File: config.mk
export PLATFORM = sky130hd
export DESIGN_NAME = msd_outq
export DESIGN_NICKNAME = d
export VERILOG_FILES = /design/src/design/msd_pkg.sv /design/src/design/msd_outq.sv
export SDC_FILE = /design/constraint.sdc
export NUM_CORES = 1
export LEC_CHECK = 0
export ABC_AREA = 1
export BUFFER_PORTS_ARGS = -buffer_cell sky130_fd_sc_hd__buf_2
export CAP_MARGIN = 20
export CORE_MARGIN = 8
export CORE_UTILIZATION = 59
export CTS_BUF_LIST = sky130_fd_sc_hd__clkbuf_8
export CTS_CLUSTER_SIZE = 25
export DETAILED_ROUTE_END_ITERATION = 8
export PLACE_DENSITY = 0.93
export RECOVER_POWER = 25
export REMOVE_ABC_BUFFERS = 1
export SYNTH_ARGS = -nofsm -noshare
export SYNTH_HDL_FRONTEND = slang
export SYNTH_SLANG_ARGS = --single-unit
File: constraint.sdc
create_clock -name clk -period 2.14 [get_ports clk]
set_input_delay 0.214 -clock clk [delete_from_list [all_inputs] [get_ports clk]]
set_output_delay 0.214 -clock clk [all_outputs]
set_load 0.01 [all_outputs]
File: src/design/msd_pkg.sv
package msd_pkg;

  // fixed field widths
  localparam int PIX_W   = 8;
  localparam int CFG_W   = 11;
  localparam int CFG_IW  = 3;
  localparam int THR_W   = 8;
  localparam int RAD_W   = 4;

  // register indexes
  localparam logic [CFG_IW-1:0] REG_FRAME_WIDTH  = 3'd0;
  localparam logic [CFG_IW-1:0] REG_FRAME_HEIGHT = 3'd1;
  localparam logic [CFG_IW-1:0] REG_RADIUS       = 3'd2;
  localparam logic [CFG_IW-1:0] REG_THRESHOLD    = 3'd3;
  localparam logic [CFG_IW-1:0] REG_FILL         = 3'd4;

  // register reset values
  localparam logic [CFG_W-1:0] FRAME_WIDTH_RST  = 11'd1024;
  localparam logic [CFG_W-1:0] FRAME_HEIGHT_RST = 11'd1024;
  localparam logic [RAD_W-1:0] RADIUS_RST       = 4'd4;
  localparam logic [THR_W-1:0] THRESHOLD_RST    = 8'd128;
  localparam logic [PIX_W-1:0] FILL_RST         = 8'd255;

  // output queue
  localparam int OQ_DEPTH = 4;
  localparam int OQ_PW    = 2;
  localparam int OQ_CW    = 3;

  // per-transfer flags handed from the position control to the window logic
  typedef struct packed {
    logic adv;       // transfer advances the stream position
    logic emit;      // transfer releases one output pixel
    logic last;      // released pixel is the last of the frame
    logic marked;    // incoming pixel is above threshold
    logic row0;      // input row 0, column history is stale
    logic col0;      // input column 0, row history restarts
    logic row_end;   // last column of an input row
    logic vrow;      // input row is at least radius rows down
    logic fwd;       // column entry written by the previous transfer
    logic own_fwd;   // zero lag, own pixel is the incoming one
  } msd_step_t;

  typedef struct packed {
    logic             last;
    logic [PIX_W-1:0] pixel;
  } msd_res_t;

endpackage

File: src/design/msd_outq.sv
module msd_outq import msd_pkg::*; (
  input  logic             clk,
  input  logic             rst_n,
  input  logic             push,
  input  msd_res_t         push_data,
  input  logic             pop,
  output logic             valid,
  output msd_res_t         head,
  output logic [OQ_CW-1:0] count
);

  msd_res_t         mem_r [OQ_DEPTH];
  logic [OQ_PW-1:0] wr_r, rd_r;
  logic [OQ_CW-1:0] cnt_r, cnt_nxt;
  logic             do_pop;

  assign valid  = cnt_r != '0;
  assign do_pop = pop && valid;
  assign head   = mem_r[rd_r];
  assign count  = cnt_r;

  always_comb begin
    cnt_nxt = cnt_r;
    case ({push, do_pop})
      2'b10:   cnt_nxt = cnt_r + OQ_CW'(1);
      2'b01:   cnt_nxt = cnt_r - OQ_CW'(1);
      default: cnt_nxt = cnt_r;
    endcase
  end

  always_ff @(posedge clk) begin
    if (!rst_n) begin
      wr_r  <= '0;
      rd_r  <= '0;
      cnt_r <= '0;
    end else begin
      cnt_r <= cnt_nxt;
      if (push) begin
        wr_r <= wr_r + OQ_PW'(1);
      end
      if (do_pop) begin
        rd_r <= rd_r + OQ_PW'(1);
      end
    end
  end

  always_ff @(posedge clk) begin
    if (push) begin
      mem_r[wr_r] <= push_data;
    end
  end

endmodule
## Yosys cells after proc, flatten, opt, wreduce, memory -nomap -nowiden

Memories as Yosys holds them, arrays and structs flattened. A register that Yosys moved wholly into a read port is not among the register bits.
Cells that the tools add are included.

- RAM bits: 36
- Memories: 1
- Word-level logic and storage cells: 18
- Register bits after elaboration: 7
- Output and inout port bits: 13
- Input bits: 13

- Reduce and logical (&&, ||, !) cells: 3
- $add $sub $neg: 4
- Multiplexer cells: 5
- Equal/unequal tests: 2

Memories:

| memory | depth | width | read ports | clocked after Yosys merged registers in | write ports | RTL line | text |
|---|---|---|---|---|---|---|---|
| mem_r | 4 | 9 | 1 | 1 | 1 | msd_outq.sv:12 | `msd_res_t mem_r [OQ_DEPTH];` |

Operator list:

| cell | number |
|---|---|
| case mux 3 bit (2 select lines) | 1 |
| adder 2 x 1 -> 2 bit (second input constant) | 2 |
| two-way mux 2 bit | 2 |
| adder 3 x 1 -> 3 bit (second input constant) | 1 |
| nonzero test 3 bit | 1 |
| subtractor 3 x 1 -> 3 bit (second input constant) | 1 |
| equality test 2 x 1 -> 1 bit (second input constant) | 1 |
| equality test 2 bit (second input constant) | 1 |
| two-way mux 1 bit | 2 |
| nonzero test 2 bit | 1 |
| logical AND 1 bit | 1 |

## Longest topological paths before layout

- Word-level depth: 4
- Mapped depth: 13
- Depth with buffers taken out: 13

## Least setup slack after synthesis

No wires, ideal clock.

- Path type: flip-flop to flip-flop
- Start: reg cnt_r[1], in the netlist count[1]
- End: reg cnt_r[2], in the netlist count[2]
- Path buffers: 0
- Period minus slack after synthesis: 1.679 ns
- Setup slack: 0.461 ns
- Library setup time: 0.113 ns
- Data arrival time: 1.566 ns
- Cell stages (with the launch flop): 14
- Required time: 2.027 ns
- Cell sequence: dfxtp_1 > nor2_1 > nand2_2 > nand2_2 > inv_1 > ha_1 > inv_1 > fa_1 > inv_1 > nand2_1 > nand3_1 > nand2_1 > nand2_1 > nor2_1

- Cells in the longest elaborated chain, start to end: 4
- Elaborated cells between the ends (all ways): 8
- Classes of those cells: add/sub: 2; eq/ne: 2; mux: 1; reduce/logical: 3

RTL lines:

| element | RTL line | text |
|---|---|---|
| from (decl) | msd_outq.sv:14 | `logic [OQ_CW-1:0] cnt_r, cnt_nxt;` |
| from (signal assigned) | msd_outq.sv:37 | `cnt_r <= cnt_nxt;` |
| nonzero test 3 bit * | msd_outq.sv:17 | `assign valid = cnt_r != '0;` |
| net valid | msd_outq.sv:7 | `output logic valid,` |
| logical AND 1 bit * | msd_outq.sv:18 | `assign do_pop = pop && valid;` |
| net do_pop | msd_outq.sv:15 | `logic do_pop;` |
| equality test 2 x 1 -> 1 bit / equality test 2 bit (equally long branches) | msd_outq.sv:24 | `case ({push, do_pop})` |
| case mux 3 bit (2 select lines) / nonzero test 2 bit (equally long branches) | -- |  |

The timed path passes the listed nets; every way through them passes the cells marked *.
A chain may end at the register's enable or synchronous reset.

## Worst setup path in the final report

- Start: reg cnt_r[1], in the netlist count[1]
- End: reg cnt_r[2], in the netlist count[2]

- Cells in the longest elaborated chain, start to end: 4
- Elaborated cells between the ends (all ways): 8
- Classes of those cells: add/sub: 2; eq/ne: 2; mux: 1; reduce/logical: 3

RTL lines:

| element | RTL line |
|---|---|
| nonzero test 3 bit * | msd_outq.sv:17 |
| logical AND 1 bit * | msd_outq.sv:18 |
| net do_pop | msd_outq.sv:15 |
| equality test 2 x 1 -> 1 bit / equality test 2 bit (equally long branches) | msd_outq.sv:24 |
| case mux 3 bit (2 select lines) / nonzero test 2 bit (equally long branches) | -- |

Marks and branches as above.

==> impl_metrics.yaml <==
die:
  core_um2: 3078
  die_y_um: 72.93
  ioPinCount: 26
  row_count: 20
  fp.dieArea_um2: 5318
  initial_utilization_pct: 62.11
  die_w_um: 72.93
logic_synthesis:
  synth_cell_types: 18
  synthFlopType: "edfxtp_1"
  synth_enable_flop_cells: 36
  ys_seq_elements: 45
  yosys.area_share.adder_pct: 4.319
  muxShareOfSynthArea_pct: 0
  synth.top_cell.area_share_pct: 56.54
  yosysTopAreaCell: "edfxtp_1"
  syn_inst: 151
  synth_compound_area_share_pct: 13.35
  seq_area_frac_synth_pct: 65.97
  synth-simple-area-share_pct: 10.01
  yosysWarnings: 0
  syn-cell-area_um2: 1912
  syn_area_per_cell_um2: 12.66
  synth_xor_area_share_pct: 0
  synthTopCellsByCount: "edfxtp_1 (36), o21ai_0 (20), inv_1 (17)"
  yosysMostFrequentCell: "edfxtp_1"
  netlist_top_cells_area: "edfxtp_1 (57%), dfxtp_1 (9.4%), o22ai_2 (5.9%), o21ai_0 (5.2%), inv_1 (3.3%)"
  async_reset_ff_share_pct: 0
  synth_top_family_by_area: "compound AO/OA/AOI/OAI gates"
setup_path:
  critPathKind: "reg -> reg"
  endpoint_kind: "flop"
  path_cells: "nor2_1 > nand2_2 > nand2_2 > inv_1 > ha_1 > inv_1 > fa_1 > inv_1 > nand2_1 > nand3_1 > nand2_1 > nand2_1 > nor2_1"
  critPathLaunchType: "flop"
  worstPathRequired_ns: 2.32
  slowest_delay_ns: 0.41
  slowest_stage: "fa_1"
  worst_ep_arrival_time_ns: 2.03
  cp_max_fo: 4
clock_tree:
  clockBufferDepth: 2
  h-tree-depth: 2
  cts_resized: 0
  clk_latency_ns: 0.28
  cts_root_buf: "clkbuf_8"
  cts_sinks: 45
  clkSlewWorstSetupHoldPaths_ns: 0.08
  cts_made_buffers: 5
  cts_tree: "built"
  cts_setup_buffers: 0
  postCtsHoldBufs: 0
finish:
  finalNetCount: 200
  num_antenna_cells: 0
  drive_gt1_share_pct: 27.47
  fillers: 227
  area_growth_pct: 11.39
  final_cells: 226
place:
  place_hpwl_um: 2501
  dpl.cell_count: 218
  gp_congestion: 0.8032
  place_ws_ns: 0.3535
  place.port_buffers: 25
sta:
  setup-violations-final: 0
  tns_ns: 0
  finalCriticalPeriod_ns: 1.847
  fmax_mhz: 541.5
  fin_skew_ns: 0.004942
  finalHoldViolCount: 0
  fin_crit_sh_pct: 86.30
  rsz0062_at_grt: "false"
  fin_ws_ns: 0.2932
  tightest_slew_ns: 0.4078
  maxSlewViolCount: 0
  relSlewSlack_pct: 72.78
job:
  drv_cap: 0
route:
  drt_iter0_markers: 58
  remaining_drc_errors: 0
  routedWlPerCell_um: 15.69
  num_vias: 1189
  wl_um: 3547
  antenna_left: 0
  drt-vias-per-instance: 5.261
  drtPass1Iterations: 4
power:
  p_total_mw: 2.066
  power_density_nw_per_um2: 970.0
  leakagePower_nw: 0.8267
  peakVddDrop_mv: 0.8543
global_routing:
  grt_antenna_before_repair: 0
  grt_start_max_net_pins: 20
  grt-ovfl-total: 0
  grt.total_usage_pct: 13.80
  grt_pass1_wl_um: 5520
  grt_pass1_vias: 1262
outcome:
  status: "finished clean"
worst_hold_path:
  hold_class: "in -> reg"
## cells by family (layout without fill, tap and decap cells)
group | after synthesis | after routing
flops | 45 | 45
compound gates | 36 | 36
buf+inv | 22 | 53
fa+ha+maj | 6 | 6
simple gates | 42 | 42
## routing by layer
layer | up-vias | GRT usage (%) | wire length, µm
li1 | 581 | - | -
met1 | 563 | 13.36 | 1318
met2 | 39 | 26.24 | 1966
met3 | 6 | 4.808 | 209
met4 | 0 | 4.444 | 51
met5 | - | 0 | 0
## area by class of cell
| type | count | area [µm²] | share of cell area (%) |
|---|---|---|---|
| repair buffers | 26 | 123.9 | 5.817 |
| flip-flops and latches | 45 | 1261 | 59.22 |
| multi-input cells | 84 | 529.3 | 24.85 |
| clock buffers | 5 | 68.82 | 3.231 |
| clock inverters | 3 | 12.51 | 0.5875 |
| well taps | 44 | 55.05 | 2.585 |
| inverters | 19 | 78.83 | 3.702 |
## cells in the final DEF (no fill, tap or decap), drive strengths merged
cell type  instances
clkinv             3
edfxtp            36
o21ai             22
nand2             15
ha                 5
dfxtp              9
nor2              24
buf               19
clkbuf            12
o22ai              9
nand3              3
a21oi              5
inv               19
fa                 1
## power by group
group          switching, mW  leakage, nW  internal (mW)
combinational          0.344        0.379          0.196
clock                  0.256       0.0430          0.220
sequential            0.0403        0.405           1.01
## critical path, delay by kind of cell, from the launching register on
kind | cells | cell delay (ns)
buf+inv | 3 | 0.26
flops | 1 | 0.37
fa+ha+maj | 2 | 0.60
simple gates | 8 | 0.52
## per-stage QoR
step / utilization, % / hold slack (ns) / instance area (µm²)
after CTS: 69.47 / 0.1325 / 2138
final: 69.19 / 0.1420 / 2130
after global placement: 66.83 / 0.4224 / 2057
after detailed placement: 66.83 / 0.4305 / 2057
after floorplan: - / 0.3129 / 1869
after global routing: 69.19 / 0.1393 / 2130
## final timing paths
| check | to | cells after the start | slack, ns | start |
|---|---|---|---|---|
| worst max-delay path | count[2]$_SDFFE_PN0P_ | 13 | 0.29 | count[1]$_SDFFE_PN0P_ |
| worst min-delay path | mem_r[3][3]$_DFFE_PP_ | 1 | 0.14 | push_data[3] |
| worst max register to register | count[2]$_SDFFE_PN0P_ | 13 | 0.29 | count[1]$_SDFFE_PN0P_ |
| worst min register to register | rd_r[1]$_SDFFE_PN0P_ | 2 | 0.53 | rd_r[1]$_SDFFE_PN0P_ |
## state kept, by name, indices dropped and copies added, names as in the netlist, named ones only
signal and count:
wr_r 2, mem_r 36, rd_r 2, count 3
(Power assumes the default switching activity.)
