--- config.mk ---
export PLATFORM = sky130hd
export DESIGN_NAME = msd_core
export DESIGN_NICKNAME = d
export VERILOG_FILES = /design/src/design/msd_pkg.sv /design/src/design/msd_core.sv
export SDC_FILE = /design/constraint.sdc
export NUM_CORES = 1
export LEC_CHECK = 0
export ABC_CLOCK_PERIOD_IN_PS = 6030
export BUFFER_PORTS_ARGS = -buffer_cell sky130_fd_sc_hd__buf_2
export CAP_MARGIN = 25
export CORE_ASPECT_RATIO = 1.75
export CORE_MARGIN = 2
export CORE_UTILIZATION = 53
export CTS_BUF_LIST = sky130_fd_sc_hd__clkbuf_8
export CTS_CLUSTER_SIZE = 30
export DETAILED_ROUTE_END_ITERATION = 8
export PLACE_DENSITY = 0.77
export SYNTH_ARGS = -nofsm -noshare
export SYNTH_HDL_FRONTEND = slang
export SYNTH_SLANG_ARGS = --single-unit
export TNS_END_PERCENT = 1
--- constraint.sdc ---
create_clock -name clk -period 6.03 [get_ports clk]
set_clock_uncertainty 0.1 [all_clocks]
set_input_delay 0.3015 -clock clk [delete_from_list [all_inputs] [get_ports clk]]
set_output_delay 0.3015 -clock clk [all_outputs]
set_load 0.01 [all_outputs]
--- src/design/msd_pkg.sv ---
package msd_pkg;

  // fixed field widths
  localparam int PIX_W   = 8;
  localparam int CFG_W   = 11;
  localparam int CFG_IW  = 3;
  localparam int THR_W   = 8;
  localparam int RAD_W   = 4;

  // register indexes
  localparam logic [CFG_IW-1:0] REG_FRAME_WIDTH  = 3'd0;
  localparam logic [CFG_IW-1:0] REG_FRAME_HEIGHT = 3'd1;
  localparam logic [CFG_IW-1:0] REG_RADIUS       = 3'd2;
  localparam logic [CFG_IW-1:0] REG_THRESHOLD    = 3'd3;
  localparam logic [CFG_IW-1:0] REG_FILL         = 3'd4;

  // register reset values
  localparam logic [CFG_W-1:0] FRAME_WIDTH_RST  = 11'd1024;
  localparam logic [CFG_W-1:0] FRAME_HEIGHT_RST = 11'd1024;
  localparam logic [RAD_W-1:0] RADIUS_RST       = 4'd4;
  localparam logic [THR_W-1:0] THRESHOLD_RST    = 8'd128;
  localparam logic [PIX_W-1:0] FILL_RST         = 8'd255;

  // output queue
  localparam int OQ_DEPTH = 4;
  localparam int OQ_PW    = 2;
  localparam int OQ_CW    = 3;

  // per-transfer flags handed from the position control to the window logic
  typedef struct packed {
    logic adv;       // transfer advances the stream position
    logic emit;      // transfer releases one output pixel
    logic last;      // released pixel is the last of the frame
    logic marked;    // incoming pixel is above threshold
    logic row0;      // input row 0, column history is stale
    logic col0;      // input column 0, row history restarts
    logic row_end;   // last column of an input row
    logic vrow;      // input row is at least radius rows down
    logic fwd;       // column entry written by the previous transfer
    logic own_fwd;   // zero lag, own pixel is the incoming one
  } msd_step_t;

  typedef struct packed {
    logic             last;
    logic [PIX_W-1:0] pixel;
  } msd_res_t;

endpackage

--- src/design/msd_core.sv ---
module msd_core import msd_pkg::*; #(
  parameter int MAX_WIDTH  = 1024,
  parameter int MAX_RADIUS = 8,
  localparam int XW        = MAX_WIDTH > 1 ? $clog2(MAX_WIDTH) : 1,
  localparam int RW        = $clog2(MAX_RADIUS + 1),
  localparam int DW        = $clog2(2 * MAX_RADIUS + 2),
  localparam int HIW       = MAX_RADIUS > 1 ? $clog2(MAX_RADIUS) : 1
) (
  input  logic             clk,
  input  logic             s1_v,
  input  msd_step_t        step,
  input  logic [XW-1:0]    xi,
  input  logic [XW-1:0]    xo,
  input  logic [RW-1:0]    k,
  input  logic [PIX_W-1:0] pix,
  input  logic [RW-1:0]    r,
  input  logic [THR_W-1:0] thr,
  input  logic [PIX_W-1:0] fill,
  input  logic [DW-1:0]    col_rdata,
  input  logic [PIX_W-1:0] pix_rdata,
  output logic             col_we,
  output logic [XW-1:0]    col_waddr,
  output logic [DW-1:0]    col_wdata,
  output logic             res_v,
  output msd_res_t         res
);

  localparam logic [DW-1:0] SAT = DW'(2 * MAX_RADIUS + 1);
  localparam int CMP_W = XW + RW + 1;

  logic [DW-1:0]    wr_val_r;
  logic             lm_v_r;
  logic [XW-1:0]    lm_col_r;
  logic             hist_v_r   [MAX_RADIUS];
  logic [XW-1:0]    hist_col_r [MAX_RADIUS];
  logic [DW-1:0]    old, cnew;
  logic             vmark, lm_new_v, sel_v, mark, upd;
  logic [XW-1:0]    lm_new_col, sel_col;
  logic [PIX_W-1:0] own;

  always_comb begin
    // rows since the last mark in this column, saturating
    old  = step.row0 ? SAT : (step.fwd ? wr_val_r : col_rdata);
    cnew = step.marked ? '0 : ((old >= SAT) ? SAT : old + DW'(1));
    vmark = step.vrow && ((RW+DW)'(cnew) <= (RW+DW)'({r, 1'b0}));

    // last column with a vertical mark in the current row
    lm_new_v   = vmark || (!step.col0 && lm_v_r);
    lm_new_col = vmark ? xi : lm_col_r;

    if (k == '0) begin
      sel_v   = lm_new_v;
      sel_col = lm_new_col;
    end else begin
      sel_v   = hist_v_r[HIW'(k - RW'(1))];
      sel_col = hist_col_r[HIW'(k - RW'(1))];
    end
    mark = sel_v && (CMP_W'(sel_col) + CMP_W'(r) >= CMP_W'(xo));

    own       = step.own_fwd ? pix : pix_rdata;
    res.pixel = ((own <= thr) && mark) ? fill : own;
    res.last  = step.last;
  end

  assign upd       = s1_v && step.adv;
  assign res_v     = s1_v && step.emit;
  assign col_we    = upd;
  assign col_waddr = xi;
  assign col_wdata = cnew;

  always_ff @(posedge clk) begin
    if (upd) begin
      wr_val_r <= cnew;
      lm_v_r   <= lm_new_v;
      lm_col_r <= lm_new_col;
      if (step.row_end) begin
        for (int i = MAX_RADIUS - 1; i > 0; i--) begin
          hist_v_r[i]   <= hist_v_r[i-1];
          hist_col_r[i] <= hist_col_r[i-1];
        end
        hist_v_r[0]   <= lm_new_v;
        hist_col_r[0] <= lm_new_col;
      end
    end
  end

endmodule

Yosys cells after proc, flatten, opt, wreduce, memory -nomap -nowiden
Memory sizes are Yosys's and may differ from the RTL's.
Index checks and enable logic that the tools add are counted.
{ "totals": {"reg_bits": 16, "latch_bits": 0, "mem_bits_rw": 88, "mem_bits_ro": 0, "in_bits": 77, "out_inout_bits": 26, "wordCells": 33, "n_memories": 2} }
{ "mem_list": {"columns": ["memory", "depth", "word_bits", "read_ports", "rd_ports_with_merged_regs", "wr", "line", "text"], "rows": [
  ["hist_col_r", 8, 10, 8, 0, 8, "msd_core.sv:35", "logic [XW-1:0] hist_col_r [MAX_RADIUS];"],
  ["hist_v_r", 8, 1, 8, 0, 8, "msd_core.sv:34", "logic hist_v_r [MAX_RADIUS];"]
]} }
{ "op_classes": {"add_sub_neg": 3, "n_mul": 0, "div_mod_pow": 0, "n_lt_le_gt_ge": 4, "n_eq_ne": 0, "n_shift": 0, "n_mux": 12, "bitwise": 0, "reduce_logical": 9} }
{ "ops": {"columns": ["cell", "count"], "rows": [
  ["$mux 10", 2],
  ["$mux 5", 4],
  ["$mux 8", 2],
  ["$add 10x4->11", 1],
  ["$ge 11x10->1", 1],
  ["$le 8x8->1", 1],
  ["$logic_and 1x1->1", 6],
  ["$add 5x1->5 const B", 1],
  ["$ge 5x5->1 const B", 1],
  ["$le 5x5->1", 1],
  ["$logic_not 4->1", 1],
  ["$mux 1", 4],
  ["$sub 3x1->3 const B", 1],
  ["$logic_not 1->1", 1],
  ["$logic_or 1x1->1", 1]
]} }

Depth between registers and ports, before layout
{ "logic_depth": {"word_depth": 14, "depth_mapped": 33, "mapped_depth_nobuf": 30} }

Least setup slack after synthesis
No wires, ideal clock.
{ "synth_timing": {"path_kind": "in2out", "startpoint": "input step[1] in the netlist's numbering", "endpoint": "output res[6] in the netlist's numbering", "arrival_ns": 6.075, "t_required_ns": 5.628, "slack_ns": -0.447, "path_stages": 32, "cell_sequence": "buf_6 and2b_1 a211o_1 ha_1 nor4_1 o21bai_1 nor2_1 ha_1 nor2b_1 o21bai_1 a22oi_4 buf_8 mux2_2 nand2_1 o21ai_0 ha_1 fa_1 a21o_1 a21oi_1 and3b_1 nand2_1 xnor2_1 ha_1 o2111ai_1 nor2_1 o31ai_1 a32o_1 clkbuf_1 nor2_1 mux2i_1 o221ai_2 a31oi_1"} }
{ "synth_rtl": {"columns": ["item", "line", "text"], "rows": [
  ["from (decl)", "msd_core.sv:11", "input msd_step_t step,"],
  ["to (decl)", "msd_core.sv:25", "output msd_res_t res"]
]} }

==> implementation parameters <==
Parameter                              Value

Run status
  Outcome    complete, but fails checks
  Violated checks    setup timing

Timing
  Final hold violation count    0
  Fin crit share    1.07
  Worst setup slack after layout    -0.425 ns
  Achievable clock frequency    155 MHz
  Number of pins exceeding their max-slew limit in the final report    0
  Setup total negative slack    -2.98 ns
  Transition at the pin with the smallest max-transition slack    0.958 ns
  Setup violation total in the final timing report    8
  Setup repair after global routing missed its margin    yes
  Worst slew margin relative to its limit    0.359
  Minimum clock period after layout    6.45 ns

GRT
  Number of global-route vias before repair    3,975
  Remaining global-route overflow    0
  Pin count of the biggest net entering global routing    89
  Initial antenna violation count    0
  GRT Overall Usage    0.224
  Wire length of the first global-routing pass    19,300 µm

Placed design
  Sum of net half-perimeters after detailed placement    9290 µm
  Port buffer count    100
  Final weighted congestion in routability-driven placement    0.940
  Total placed cells including tap cells    638
  Placed Area    6400 µm²

Die
  Die height    142 µm
  Die Outline Area    11,700 µm²
  Boundary Pins    103
  Core region area    10,600 µm²
  Die span in x    82.7 µm
  Initial core utilization    0.540
  Number of placement rows    50

Cells and area
  Most frequent standard cell in the layout excluding fill and tap cells    edfxtp_1
  Summed area of non-filler cells in the final layout    6890 µm²
  Non-filler instance count after layout    669
  Area used by sequential logic in the layout    3120 µm²
  Commonest non-fill, non-tap cells in the layout    edfxtp_1, buf_2, inv_1, buf_4, mux2i_1
  Layout-stage area growth over the synthesis result    20.0%
  Final #Nets    642
  Util after Layout    0.648
  Fraction of layout cells with a size suffix above 1    0.419
  Antenna Cells    0
  Multi-input logic area    2460 µm²
  Count of fill cells added during filler insertion    798

Worst setup path
  Worst path depth    29
  Nature of the critical path endpoint    primary output
  Buffers plus inverters on the worst setup path    3
  Max incr delay on CP    0.41 ns
  Required time worst endpoint    5.63 ns
  Sort of element at the start of the critical path    flip-flop
  Worst Reg-to-Reg Cells    14
  Worst path arrival time    6.05 ns
  Family with the most delay on the worst path    compound AO/OA/AOI/OAI gates
  Worst path slowest cell    edfxtp_1
  Biggest fanout along the worst timing path    6
  Startpoint-to-endpoint class of the critical path    reg -> out

Clock tree
  CTS root buf    clkbuf_8
  Max Buffers Root-to-Sink    2
  Clk sinks    104
  Clock slew seen by the registers of the worst setup and hold paths    0.10 ns
  Clock insertion delay at the later pin of the skew report    0.38 ns
  TritonCTS buffer count    9
  H-Tree Level Count    3
  TritonCTS clock tree    built

Run
  Max-cap violation count    0

Pwr
  Power density over the cells    254 nW/µm²
  VDD IR max    0.188 mV
  Leak Pwr    2.80 nW
  Switch Pwr    0.507 mW
  Int Power    1.24 mW
  Total power    1.75 mW
  Sequential Power Share    0.473
  Combinational fraction of design power    0.279
  Share of total power consumed by net switching    0.290
  Fraction of power consumed by the clock network    0.248

Synth
  Proportion of netlist area held by the largest area contributor    0.544
  Post-Syn Nets    523
  Yosys Warn Count    0
  Count of flip-flops with a built-in enable after synthesis    104
  Post-synthesis average cell area    13.8 µm²
  Library cells used by synthesis    57
  Top post-synthesis cells by area    edfxtp_1, mux4_2, ha_1, mux2i_1, inv_1
  Summed instance area of the synthesized netlist    5740 µm²
  Sequential element share of the synthesized area    0.544
  Instance count of the mapped netlist    415
  Flip-flop and latch count after synthesis    104
  FFs w/ async S/R, synth    0
  Most area-hungry cell type in the Yosys netlist    edfxtp_1
  Synth Flop Type    edfxtp_1

Min path
  Class of the tightest hold or removal check    in -> reg
  Hold path cells    2

Routing
  WL per Instance    19.8 µm
  DRC marker count from the first detailed-route iteration    355
  Number of nets with antenna violations after routing    0
  Via count normalized by instance count    5.92
  DRT Wirelength    13,300 µm
  Residual DRC count    0
  DR pass1 iterations    5
  Via count    3,963
[kinds of logic (layout without fill, tap and decap cells)]
kind of cell / after synthesis / in the layout / share of synthesized area
AOI/OAI and AO/OA: 58 / 59 / 0.0756
xor gates and xnor gates: 11 / 11 / 0.0181
adders and majority gates: 31 / 31 / 0.0689
buffers and inverters: 67 / 190 / 0.0595
DFF: 104 / 104 / 0.544
muxes: 59 / 59 / 0.153
and+or+nand+nor: 85 / 85 / 0.0802
[timing repair]
action	in CTS	in global routing
hold buffers	0	0
resized for setup	20	19
gates cloned	1	0
pin swaps	16	24
buffers inserted	7	6
setup endpoints to repair	8	8
hold endpoints to repair	0	0
[cell type report]
class | instances | area share
multi-input cells | 245 | 0.358
clock buffers | 9 | 0.0180
inverters | 38 | 0.0207
well taps | 130 | 0.0236
repair buffers | 136 | 0.116
clock inverters | 7 | 0.00999
flip-flops and latches | 104 | 0.453
[stage by stage]
stage,setup WS [ns],hold slack [ns]
final,-0.425,0.187
after global routing,-0.631,0.178
after CTS,-0.349,0.145
after detailed placement,-0.257,0.329
after global placement,0.0272,0.324
after floorplan,0.00707,0.321
[power groups by stage]
stage	sequential [mW]	combinational, mW	clock, mW
detailed placement	0.844	0.431	0
global placement	0.843	0.416	0
global route	0.830	0.528	0.465
CTS	0.828	0.458	0.438
finish	0.827	0.488	0.433
floorplan	0.841	0.301	0
[registers in the layout, summed over array words and instances, names as in the netlist]
name,count
hist_col_r,80
hist_v_r,8
lm_col_r,10
wr_val_r,5
lm_v_r,1
[cells in the mapped netlist, types with 4 or more instances]
master      n
xor2_1      5
mux4_2     22
edfxtp_1  104
nor2b_1     4
buf_2       5
mux2i_1    27
nand4b_1    8
mux2_2      9
clkbuf_1    6
nor2_1     21
ha_1       30
xnor2_1     5
nand2_1    24
a21oi_1     9
o21ai_0     7
inv_1      38
nand3_1     8
a31oi_1     9
o221ai_1    7
buf_4      13
[worst reg2reg max path: cells and delay by family (launching register included)]
kind / cells / cell delay (ns)
buffers and inverters: 5 / 0.71
muxes: 1 / 0.32
AOI/OAI and AO/OA: 4 / 0.78
adders and majority gates: 1 / 0.17
DFF: 1 / 0.41
and+or+nand+nor: 3 / 0.74
[path summary, 6_finish.rpt]
path / endpoint / slack [ns] / from
hold / removal: hist_col_r[0][4] / 0.19 / xi[4]
setup reg to reg: lm_col_r[5] / 2.56 / wr_val_r[0]
hold reg to reg: hist_col_r[7][2] / 0.35 / hist_col_r[6][2]
setup / recovery: res[4] / -0.42 / wr_val_r[0]
[metal layers]
layer	vias to the layer above	wire length (µm)	GRT usage
met2	159	7410	0.393
met5	-	0	0
met3	32	603	0.0382
li1	1807	-	-
met1	1965	4790	0.259
met4	0	466	0.104
Power figures use the tool's default switching activity.
