--- src/design/msd_pkg.sv ---
package msd_pkg;

  // fixed field widths
  localparam int PIX_W   = 8;
  localparam int CFG_W   = 11;
  localparam int CFG_IW  = 3;
  localparam int THR_W   = 8;
  localparam int RAD_W   = 4;

  // register indexes
  localparam logic [CFG_IW-1:0] REG_FRAME_WIDTH  = 3'd0;
  localparam logic [CFG_IW-1:0] REG_FRAME_HEIGHT = 3'd1;
  localparam logic [CFG_IW-1:0] REG_RADIUS       = 3'd2;
  localparam logic [CFG_IW-1:0] REG_THRESHOLD    = 3'd3;
  localparam logic [CFG_IW-1:0] REG_FILL         = 3'd4;

  // register reset values
  localparam logic [CFG_W-1:0] FRAME_WIDTH_RST  = 11'd1024;
  localparam logic [CFG_W-1:0] FRAME_HEIGHT_RST = 11'd1024;
  localparam logic [RAD_W-1:0] RADIUS_RST       = 4'd4;
  localparam logic [THR_W-1:0] THRESHOLD_RST    = 8'd128;
  localparam logic [PIX_W-1:0] FILL_RST         = 8'd255;

  // output queue
  localparam int OQ_DEPTH = 4;
  localparam int OQ_PW    = 2;
  localparam int OQ_CW    = 3;

  // per-transfer flags handed from the position control to the window logic
  typedef struct packed {
    logic adv;       // transfer advances the stream position
    logic emit;      // transfer releases one output pixel
    logic last;      // released pixel is the last of the frame
    logic marked;    // incoming pixel is above threshold
    logic row0;      // input row 0, column history is stale
    logic col0;      // input column 0, row history restarts
    logic row_end;   // last column of an input row
    logic vrow;      // input row is at least radius rows down
    logic fwd;       // column entry written by the previous transfer
    logic own_fwd;   // zero lag, own pixel is the incoming one
  } msd_step_t;

  typedef struct packed {
    logic             last;
    logic [PIX_W-1:0] pixel;
  } msd_res_t;

endpackage

--- src/design/msd_ctrl.sv ---
module msd_ctrl import msd_pkg::*; #(
  parameter int MAX_WIDTH  = 1024,
  parameter int MAX_HEIGHT = 1024,
  parameter int MAX_RADIUS = 8,
  localparam int WW        = $clog2(MAX_WIDTH + 1),
  localparam int XW        = MAX_WIDTH > 1 ? $clog2(MAX_WIDTH) : 1,
  localparam int HW        = $clog2(MAX_HEIGHT + 1),
  localparam int YW        = $clog2(MAX_HEIGHT + MAX_RADIUS + 2),
  localparam int RW        = $clog2(MAX_RADIUS + 1),
  localparam int LAG_DEPTH = MAX_RADIUS * MAX_WIDTH + MAX_RADIUS,
  localparam int LW        = $clog2(LAG_DEPTH + 1),
  localparam int AW        = LAG_DEPTH > 1 ? $clog2(LAG_DEPTH) : 1
) (
  input  logic             clk,
  input  logic             rst_n,
  input  logic             acc,
  input  logic             flush,
  input  logic [PIX_W-1:0] pixel,
  input  logic [WW-1:0]    w,
  input  logic [HW-1:0]    h,
  input  logic [RW-1:0]    r,
  input  logic [LW-1:0]    lag,
  input  logic [THR_W-1:0] thr,
  output logic             pix_we,
  output logic [AW-1:0]    pix_waddr,
  output logic [AW-1:0]    pix_raddr,
  output logic [XW-1:0]    col_raddr,
  output logic             s1_v,
  output msd_step_t        s1_step,
  output logic [XW-1:0]    s1_xi,
  output logic [XW-1:0]    s1_xo,
  output logic [RW-1:0]    s1_k,
  output logic [PIX_W-1:0] s1_pix
);

  logic [XW-1:0]    xi_r, xi_nxt, xo_r, xo_nxt, prev_x_r;
  logic [YW-1:0]    yi_r, yi_nxt, yo_r, yo_nxt;
  logic [LW-1:0]    cnt_r, cnt_nxt, pre_cnt;
  logic             fresh_r, fresh_nxt;
  logic [AW-1:0]    wp_r, wp_nxt;
  logic             prev_adv_r;
  logic             drain, adv, emit, last;
  logic             col_last, out_col_last, out_row_last;
  logic [LW:0]      wp_x, lag_x;
  msd_step_t        step;
  logic             s1_v_r;
  msd_step_t        s1_step_r;
  logic [XW-1:0]    s1_xi_r, s1_xo_r;
  logic [RW-1:0]    s1_k_r;
  logic [PIX_W-1:0] s1_pix_r;

  always_comb begin
    drain        = yi_r >= YW'(h);
    adv          = drain || !flush;
    pre_cnt      = fresh_r ? lag : cnt_r;
    emit         = adv && (pre_cnt == '0);
    col_last     = WW'(xi_r) == w - WW'(1);
    out_col_last = WW'(xo_r) == w - WW'(1);
    out_row_last = yo_r == YW'(h) - YW'(1);
    last         = emit && out_col_last && out_row_last;

    xi_nxt    = xi_r;
    yi_nxt    = yi_r;
    xo_nxt    = xo_r;
    yo_nxt    = yo_r;
    cnt_nxt   = cnt_r;
    fresh_nxt = fresh_r;
    wp_nxt    = wp_r;
    if (acc && adv) begin
      fresh_nxt = 1'b0;
      cnt_nxt   = emit ? '0 : pre_cnt - LW'(1);
      wp_nxt    = (wp_r == AW'(LAG_DEPTH - 1)) ? '0 : wp_r + AW'(1);
      if (col_last) begin
        xi_nxt = '0;
        yi_nxt = yi_r + YW'(1);
      end else begin
        xi_nxt = xi_r + XW'(1);
      end
      if (emit) begin
        if (out_col_last) begin
          xo_nxt = '0;
          yo_nxt = yo_r + YW'(1);
        end else begin
          xo_nxt = xo_r + XW'(1);
        end
      end
      if (last) begin
        xi_nxt    = '0;
        yi_nxt    = '0;
        xo_nxt    = '0;
        yo_nxt    = '0;
        cnt_nxt   = '0;
        fresh_nxt = 1'b1;
      end
    end

    step.adv     = adv;
    step.emit    = emit;
    step.last    = last;
    step.marked  = !drain && (pixel > thr);
    step.row0    = yi_r == '0;
    step.col0    = xi_r == '0;
    step.row_end = col_last;
    step.vrow    = yi_r >= YW'(r);
    step.fwd     = prev_adv_r && (prev_x_r == xi_r);
    step.own_fwd = lag == '0;

    // ring buffer read slot lies lag positions behind the write slot
    wp_x  = (LW+1)'(wp_r);
    lag_x = (LW+1)'(lag);
    if (wp_x >= lag_x) begin
      pix_raddr = AW'(wp_x - lag_x);
    end else begin
      pix_raddr = AW'(wp_x + (LW+1)'(LAG_DEPTH) - lag_x);
    end
  end

  always_ff @(posedge clk) begin
    if (!rst_n) begin
      xi_r       <= '0;
      yi_r       <= '0;
      xo_r       <= '0;
      yo_r       <= '0;
      cnt_r      <= '0;
      fresh_r    <= 1'b1;
      wp_r       <= '0;
      prev_adv_r <= 1'b0;
      s1_v_r     <= 1'b0;
    end else begin
      xi_r       <= xi_nxt;
      yi_r       <= yi_nxt;
      xo_r       <= xo_nxt;
      yo_r       <= yo_nxt;
      cnt_r      <= cnt_nxt;
      fresh_r    <= fresh_nxt;
      wp_r       <= wp_nxt;
      prev_adv_r <= acc && adv;
      s1_v_r     <= acc;
    end
  end

  always_ff @(posedge clk) begin
    prev_x_r  <= xi_r;
    s1_step_r <= step;
    s1_xi_r   <= xi_r;
    s1_xo_r   <= xo_r;
    s1_k_r    <= RW'(yi_r - yo_r - YW'(r));
    s1_pix_r  <= pixel;
  end

  assign pix_we    = acc && adv;
  assign pix_waddr = wp_r;
  assign col_raddr = xi_r;
  assign s1_v      = s1_v_r;
  assign s1_step   = s1_step_r;
  assign s1_xi     = s1_xi_r;
  assign s1_xo     = s1_xo_r;
  assign s1_k      = s1_k_r;
  assign s1_pix    = s1_pix_r;

endmodule

--- config.mk ---
export PLATFORM = sky130hd
export DESIGN_NAME = msd_ctrl
export DESIGN_NICKNAME = d
export VERILOG_FILES = /design/src/design/msd_pkg.sv /design/src/design/msd_ctrl.sv
export SDC_FILE = /design/constraint.sdc
export NUM_CORES = 1
export LEC_CHECK = 0
export ABC_AREA = 1
export BUFFER_PORTS_ARGS = -buffer_cell sky130_fd_sc_hd__buf_4
export CORE_ASPECT_RATIO = 1.2
export CORE_MARGIN = 2
export CORE_UTILIZATION = 52
export DETAILED_ROUTE_END_ITERATION = 6
export PLACE_DENSITY = 0.77
export SETUP_SLACK_MARGIN = 0.05
export SYNTH_ARGS = -nofsm -noshare
export SYNTH_HDL_FRONTEND = slang
export SYNTH_SLANG_ARGS = --single-unit
--- constraint.sdc ---
create_clock -name clk -period 2.5 [get_ports clk]
set_input_delay 0.125 -clock clk [delete_from_list [all_inputs] [get_ports clk]]
set_output_delay 0.125 -clock clk [all_outputs]
set_load 0.02 [all_outputs]
* Yosys cells after proc, flatten, opt, wreduce, memory -nomap -nowiden
Index checks and enable logic that the tools add are counted.
W data, S select, Z words.
** Word-level totals
- Register bits after elaboration :: 115
- Bits in latches :: 0
- RAM bits :: 0
- Bits in read-only memories :: 0
- Input bits :: 60
- Output and inout bits :: 82
- Logic and storage cells :: 80
- Memories kept :: 0
** Cells by class
- $add $sub $neg :: 13
- $mul :: 0
- Divide/modulo/power cells :: 0
- Magnitude comparators :: 4
- Eq/ne operators :: 5
- Shifts and indexed selects :: 0
- Mux-type cells :: 16
- Bitwise operators :: 0
- Reductions and logical operators :: 19
** Operator list (count)
- $mux W14 :: 5
- $mux W11 :: 5
- $mux W10 :: 5
- $logic_not A14 Y1 :: 2
- $sub A14 B14 Y14 :: 2
- $add A11 B1 Y11 const B :: 2
- $eq A10 B11 Y1 :: 2
- $sub A11 B1 Y11 const B :: 2
- $add A10 B1 Y10 const B :: 2
- $add A14 B1 Y14 const B :: 1
- $add A14 B14 Y14 const B :: 1
- $eq A14 B14 Y1 const B :: 1
- $ge A14 B14 Y1 :: 1
- $sub A14 B1 Y14 const B :: 1
- $eq A11 B11 Y1 :: 1
- $ge A11 B11 Y1 :: 1
- $ge A11 B4 Y1 :: 1
- $logic_not A11 Y1 :: 1
- $eq A10 B10 Y1 :: 1
- $logic_not A10 Y1 :: 1
- $gt A8 B8 Y1 :: 1
- $sub A4 B4 Y4 :: 2
- $logic_and A1 B1 Y1 :: 6
- $reduce_bool A2 Y1 :: 3
- other kinds (5) :: 7

* Depth between registers and ports, before layout
- Word-level depth :: 7
- Depth in mapped cells :: 19
- Mapped depth without buffers :: 19

* Worst setup path after synthesis
OpenSTA, ideal clock, no wires.
- Path type :: register to output
- Start point :: register wp_r[0], in the netlist pix_waddr[0]
- End point :: output port pix_raddr[11]
- Data arrival time :: 2.703 ns
- Data required time :: 2.375 ns
- Slack :: -0.328 ns
- Cell stages (with the launch flop) :: 18
- Buffers on the path :: 0
- Path through :: dfxtp_1 -> inv_1 -> ha_1 -> inv_1 -> ha_1 -> inv_1 -> fa_1 -> nor2_1 -> nor2_1 -> o21bai_1 -> nand2_1 -> nand2_1 -> nand2_1 -> nand2_1 -> a31oi_1 -> or2_2 -> nand3_1 -> o21ai_0
** Between the ends
- Longest elaborated chain between the ends :: 3
- Elaborated cells on any way between the ends :: 5
- Those cells by class :: add/sub (3); order compare (1); mux (1)
** Ends and longest elaborated chain
- from (decl) :: RTL line msd_ctrl.sv:40 : logic [AW-1:0] wp_r, wp_nxt;
- from (signal assigned) :: RTL line msd_ctrl.sv:136 : wp_r <= wp_nxt;
- $add A14 B14 Y14 :: RTL line msd_ctrl.sv:114 : pix_raddr = AW'(wp_x + (LW+1)'(LAG_DEPTH) - lag_x);
- $sub A14 B14 Y14 :: RTL line msd_ctrl.sv:114
- $mux W14 (*) :: RTL line msd_ctrl.sv:111 : if (wp_x >= lag_x) begin
- to (decl) :: RTL line msd_ctrl.sv:26 : output logic [AW-1:0] pix_raddr,
Mark *: on every way between the ends. The rest lies on a longest branch, timed or not.

* Worst setup path after layout
- Start point :: register wp_r[1], in the netlist pix_waddr[1]
- End point :: output port pix_raddr[11]
The elaborated chain is that of the path after synthesis.

==> parameters.txt <==
Parameter                              Value

Detailed routing
  Total Wirelength    25250 um
  Average via count per standard cell    5.295
  Iter 0 DRT Violations    slightly below 500
  Overall via count from detail_route    9097
  Detailed-router iteration count before antenna repair    7
  Antenna-violating nets left    0
  Average detailed-routed wire length per instance    14.70 um
  DRC violations left    7

Yosys
  Post-synth EDFFs    0
  Total nets after synthesis    1394
  Unique cell type count in the Yosys netlist    49
  FFs w/ async S/R, synth    0
  Sequential element share of the synthesized area    0.2702
  Flop and latch count out of synthesis    about 120
  Total of warnings raised by yosys    0
  Post-Syn Instances    between 1000 and 1500
  Netlist area before placement    about 0.0085 mm2
  Main flop type after synthesis    sky130_fd_sc_hd__dfxtp_1
  Avg Inst Size Synth    6.801 um2

Worst setup path
  Critical-path top delay cell    sky130_fd_sc_hd__fa_2
  Required time of the critical path    2.38 ns
  Worst Setup Start Kind    flop
  Worst-path cell chain    ha_4 -> ha_4 -> inv_2 -> fa_2 -> nor2_2 -> nor2_1 -> o21bai_1 -> nand2_1 -> nand2_2 -> nand2_2 -> nand2_4 -> a31oi_4 -> or2_4 -> nand3_4 -> o21ai_4 -> buf_6
  Crit end category    output pin
  Dominant delay contributor by cell family on the critical path    simple AND/OR/NAND/NOR gates
  Critical path's largest stage delay    0.36 ns
  Combined buffer and inverter count along the critical path    2
  Category of the critical setup timing path    reg2out
  Largest driver fanout on the critical path    2
  Signal arrival time at the worst endpoint    2.92 ns

Job
  Number of violations of the max-capacitance limit    0

Die
  CORE AREA    0.01614 mm2
  Io pins    142
  Number of core rows    51
  Starting density of the core    0.5279
  Full die area    0.01743 mm2
  Die Span Y    144.2 um
  Die Span X    120.9 um

Power and ir drop
  Power density normalized to cell area    464.1 mW/mm2
  Static power due to leakage    approximately 5.7 nW
  Peak ir drop on the vdd network    around 0.45 mV

Global routing
  Wire length of the first global-routing pass    39450 um
  Global-route track usage on met1    0.3059
  Maximum number of pins on one net before global-route repair    28
  Global router's overall resource usage    0.2839
  Total congestion overflow after global routing    0
  GRT met2 Usage    0.5355
  Number of global-route vias before repair    8749
  Number of antenna violations at the first check in global routing    0
  Met3 Resource Use GR    0.05008
  GR peak layer    met2

STA
  Clock skew    ~0.006 ns
  Unrepaired setup endpoints after global routing    yes
  Final Max Slew Viols    0
  Max Freq    around 0.33 GHz
  Min Clock Period, post-route    just over 3 ns
  Worst hold margin    between 0.03 and 0.04 ns
  Sum of negative setup slack    -3.630 ns
  Final setup vio count    12
  Slew of the pin with the lowest slew margin    0.4818 ns
  Final setup margin    -0.5467 ns
  Final period utilization    1.219
  Max-Slew Margin vs Limit    0.6763
  Number of hold violations in the final report    0

Final layout
  Leading cell types in the layout, fill and taps excluded    sky130_fd_sc_hd__nand2_1 (289), sky130_fd_sc_hd__buf_4 (219), sky130_fd_sc_hd__inv_1 (191)
  Final core utilization    0.7098
  Number of diodes added for antenna fixing    0
  Most common cell after layout, fill and taps aside    sky130_fd_sc_hd__nand2_1
  # nets final    1634
  Area growth from synthesis to layout    34.46%
  Fraction of layout instances using a drive strength above 1    0.2424
  Post-layout instance area    about 0.011 mm2

Clocking
  Number of buffers on the longest clock path    2
  Clock slew at the register clock pins of the worst setup and hold paths    0.06 ns
  Clock root buffer master    sky130_fd_sc_hd__clkbuf_16
  Clk sinks    115
  CTS HTree Levels    4
  Number of CTS-inserted buffers    17
  Clock tree from TritonCTS    done
  Source-to-sink clock delay at the later pin of the worst-skew pair    0.42 ns

Outcome
  Failing checks    DRC, setup timing
  Status    finished, violations left

Place
  Standard cell area after detailed placement    between 0.01 and 0.015 mm2
  Dpl hpwl    between 15000 and 20000 um
  Routability congestion estimate    roughly 0.95
  Buffers added on ports    141
  Setup Slack @ Placement    -0.1194 ns

Min path
  Type of the most critical hold path    in2reg
-- per-stage QoR --
| step | power [mW] | cells |
|---|---|---|
| 2_1_floorplan | 2.545 | 1253 |
| 3_3_place_gp | 2.888 | 1658 |
| 3_5_place_dp | 2.903 | 1658 |
| 4_1_cts | 5.290 | 1704 |
| 5_1_grt | 5.542 | 1718 |
| 6_report | 5.318 | 1718 |
-- per-layer routing --
layer,routed length [um],vias to the layer above,share of wire
met5,0,-,0
met4,884,0,0.035
met3,1158,69,0.046
met2,13210,302,0.52
met1,10000,4207,0.40
li1,-,4519,-
-- report_power, final --
part	total (mW)	internal (mW)	leakage, nW	switching (mW)
clock	2.36	1.43	0.281	0.932
combinational	1.05	0.448	4.43	0.599
sequential	1.91	1.88	0.940	0.0271
-- worst paths after layout --
| check | start | to | slack [ns] | cells after the start |
|---|---|---|---|---|
| min reg2reg | col_raddr[8] | s1_xi[8] | 0.40 | 0 |
| min | rst_n | yi_r[3] | 0.03 | 3 |
| max | pix_waddr[1] | pix_raddr[11] | -0.55 | 16 |
| max reg2reg | pix_waddr[0] | pix_waddr[11] | 0.11 | 12 |
-- registers in the layout, summed over array words and instances (netlist names), 4 cells and up --
register	count
cnt_r	14
col_raddr	10
pix_waddr	14
s1_k	4
s1_pix	8
s1_step	10
s1_xi	10
s1_xo	10
xo_r	10
yi_r	11
yo_r	11
-- logic make-up after synthesis --
group                    synth area share
flip-flops                         0.2702
XOR/XNOR                          0.06783
adder cells (fa/ha/maj)            0.1330
AO/OA/AOI/OAI                      0.1047
AND/OR/NAND/NOR                    0.3218
buffers and inverters              0.1025
-- worst min-delay path, stage by stage --
cell and delay [ns]:
sky130_fd_sc_hd__buf_4 0.17, sky130_fd_sc_hd__nand2_1 0.08, sky130_fd_sc_hd__nor2_1 0.03
-- cell usage after synthesis, types with 2 or more instances --
library cell | number | share of area
sky130_fd_sc_hd__o21ai_0 | 47 | 0.028
sky130_fd_sc_hd__xor2_1 | 46 | 0.047
sky130_fd_sc_hd__or2_2 | 6 | 0.0044
sky130_fd_sc_hd__clkbuf_1 | 10 | 0.0044
sky130_fd_sc_hd__nor3b_1 | 2 | 0.0018
sky130_fd_sc_hd__a21oi_1 | 67 | 0.039
sky130_fd_sc_hd__clkinv_1 | 2 | 0.00088
sky130_fd_sc_hd__nor2_2 | 7 | 0.0051
sky130_fd_sc_hd__nor2_1 | 114 | 0.050
sky130_fd_sc_hd__nand2_1 | 300 | 0.13
sky130_fd_sc_hd__o21ai_1 | 6 | 0.0035
sky130_fd_sc_hd__o21bai_1 | 4 | 0.0035
sky130_fd_sc_hd__o21a_1 | 2 | 0.0018
sky130_fd_sc_hd__nor4_1 | 9 | 0.0066
sky130_fd_sc_hd__nor2_4 | 5 | 0.0066
sky130_fd_sc_hd__dfxtp_1 | 115 | 0.27
sky130_fd_sc_hd__a31oi_1 | 4 | 0.0029
sky130_fd_sc_hd__nand2_4 | 2 | 0.0026
sky130_fd_sc_hd__nand4_1 | 31 | 0.023
sky130_fd_sc_hd__nand3b_1 | 2 | 0.0018
sky130_fd_sc_hd__inv_2 | 5 | 0.0022
sky130_fd_sc_hd__fa_1 | 16 | 0.038
sky130_fd_sc_hd__nand3_1 | 96 | 0.056
sky130_fd_sc_hd__a211oi_1 | 2 | 0.0018
sky130_fd_sc_hd__o21ai_2 | 9 | 0.0093
sky130_fd_sc_hd__nand2_2 | 6 | 0.0044
sky130_fd_sc_hd__o31ai_1 | 5 | 0.0044
sky130_fd_sc_hd__buf_2 | 2 | 0.0012
sky130_fd_sc_hd__a21o_1 | 6 | 0.0053
sky130_fd_sc_hd__nor3_1 | 25 | 0.015
sky130_fd_sc_hd__ha_1 | 65 | 0.095
sky130_fd_sc_hd__inv_1 | 196 | 0.086
sky130_fd_sc_hd__buf_6 | 4 | 0.0053
sky130_fd_sc_hd__xnor2_1 | 20 | 0.021
-- cell type report --
class	instances	area, um2
inverters	203	777.0
multi-input cells	917	5625
clock inverters	13	122.6
flip-flops and latches	115	2317
well taps	212	265.3
fillers	1346	4686
repair buffers	239	1898
clock buffers	19	452.9
-- timing repair --
action                     in CTS  in global routing
buffers inserted                5                 16
cloned                          1                  1
setup endpoints to repair      13                 43
resized for setup              30                 50
hold buffers                    9                  0
hold endpoints to repair        9                  0
pin swaps                      15                 31
(Power assumes the default switching activity.)
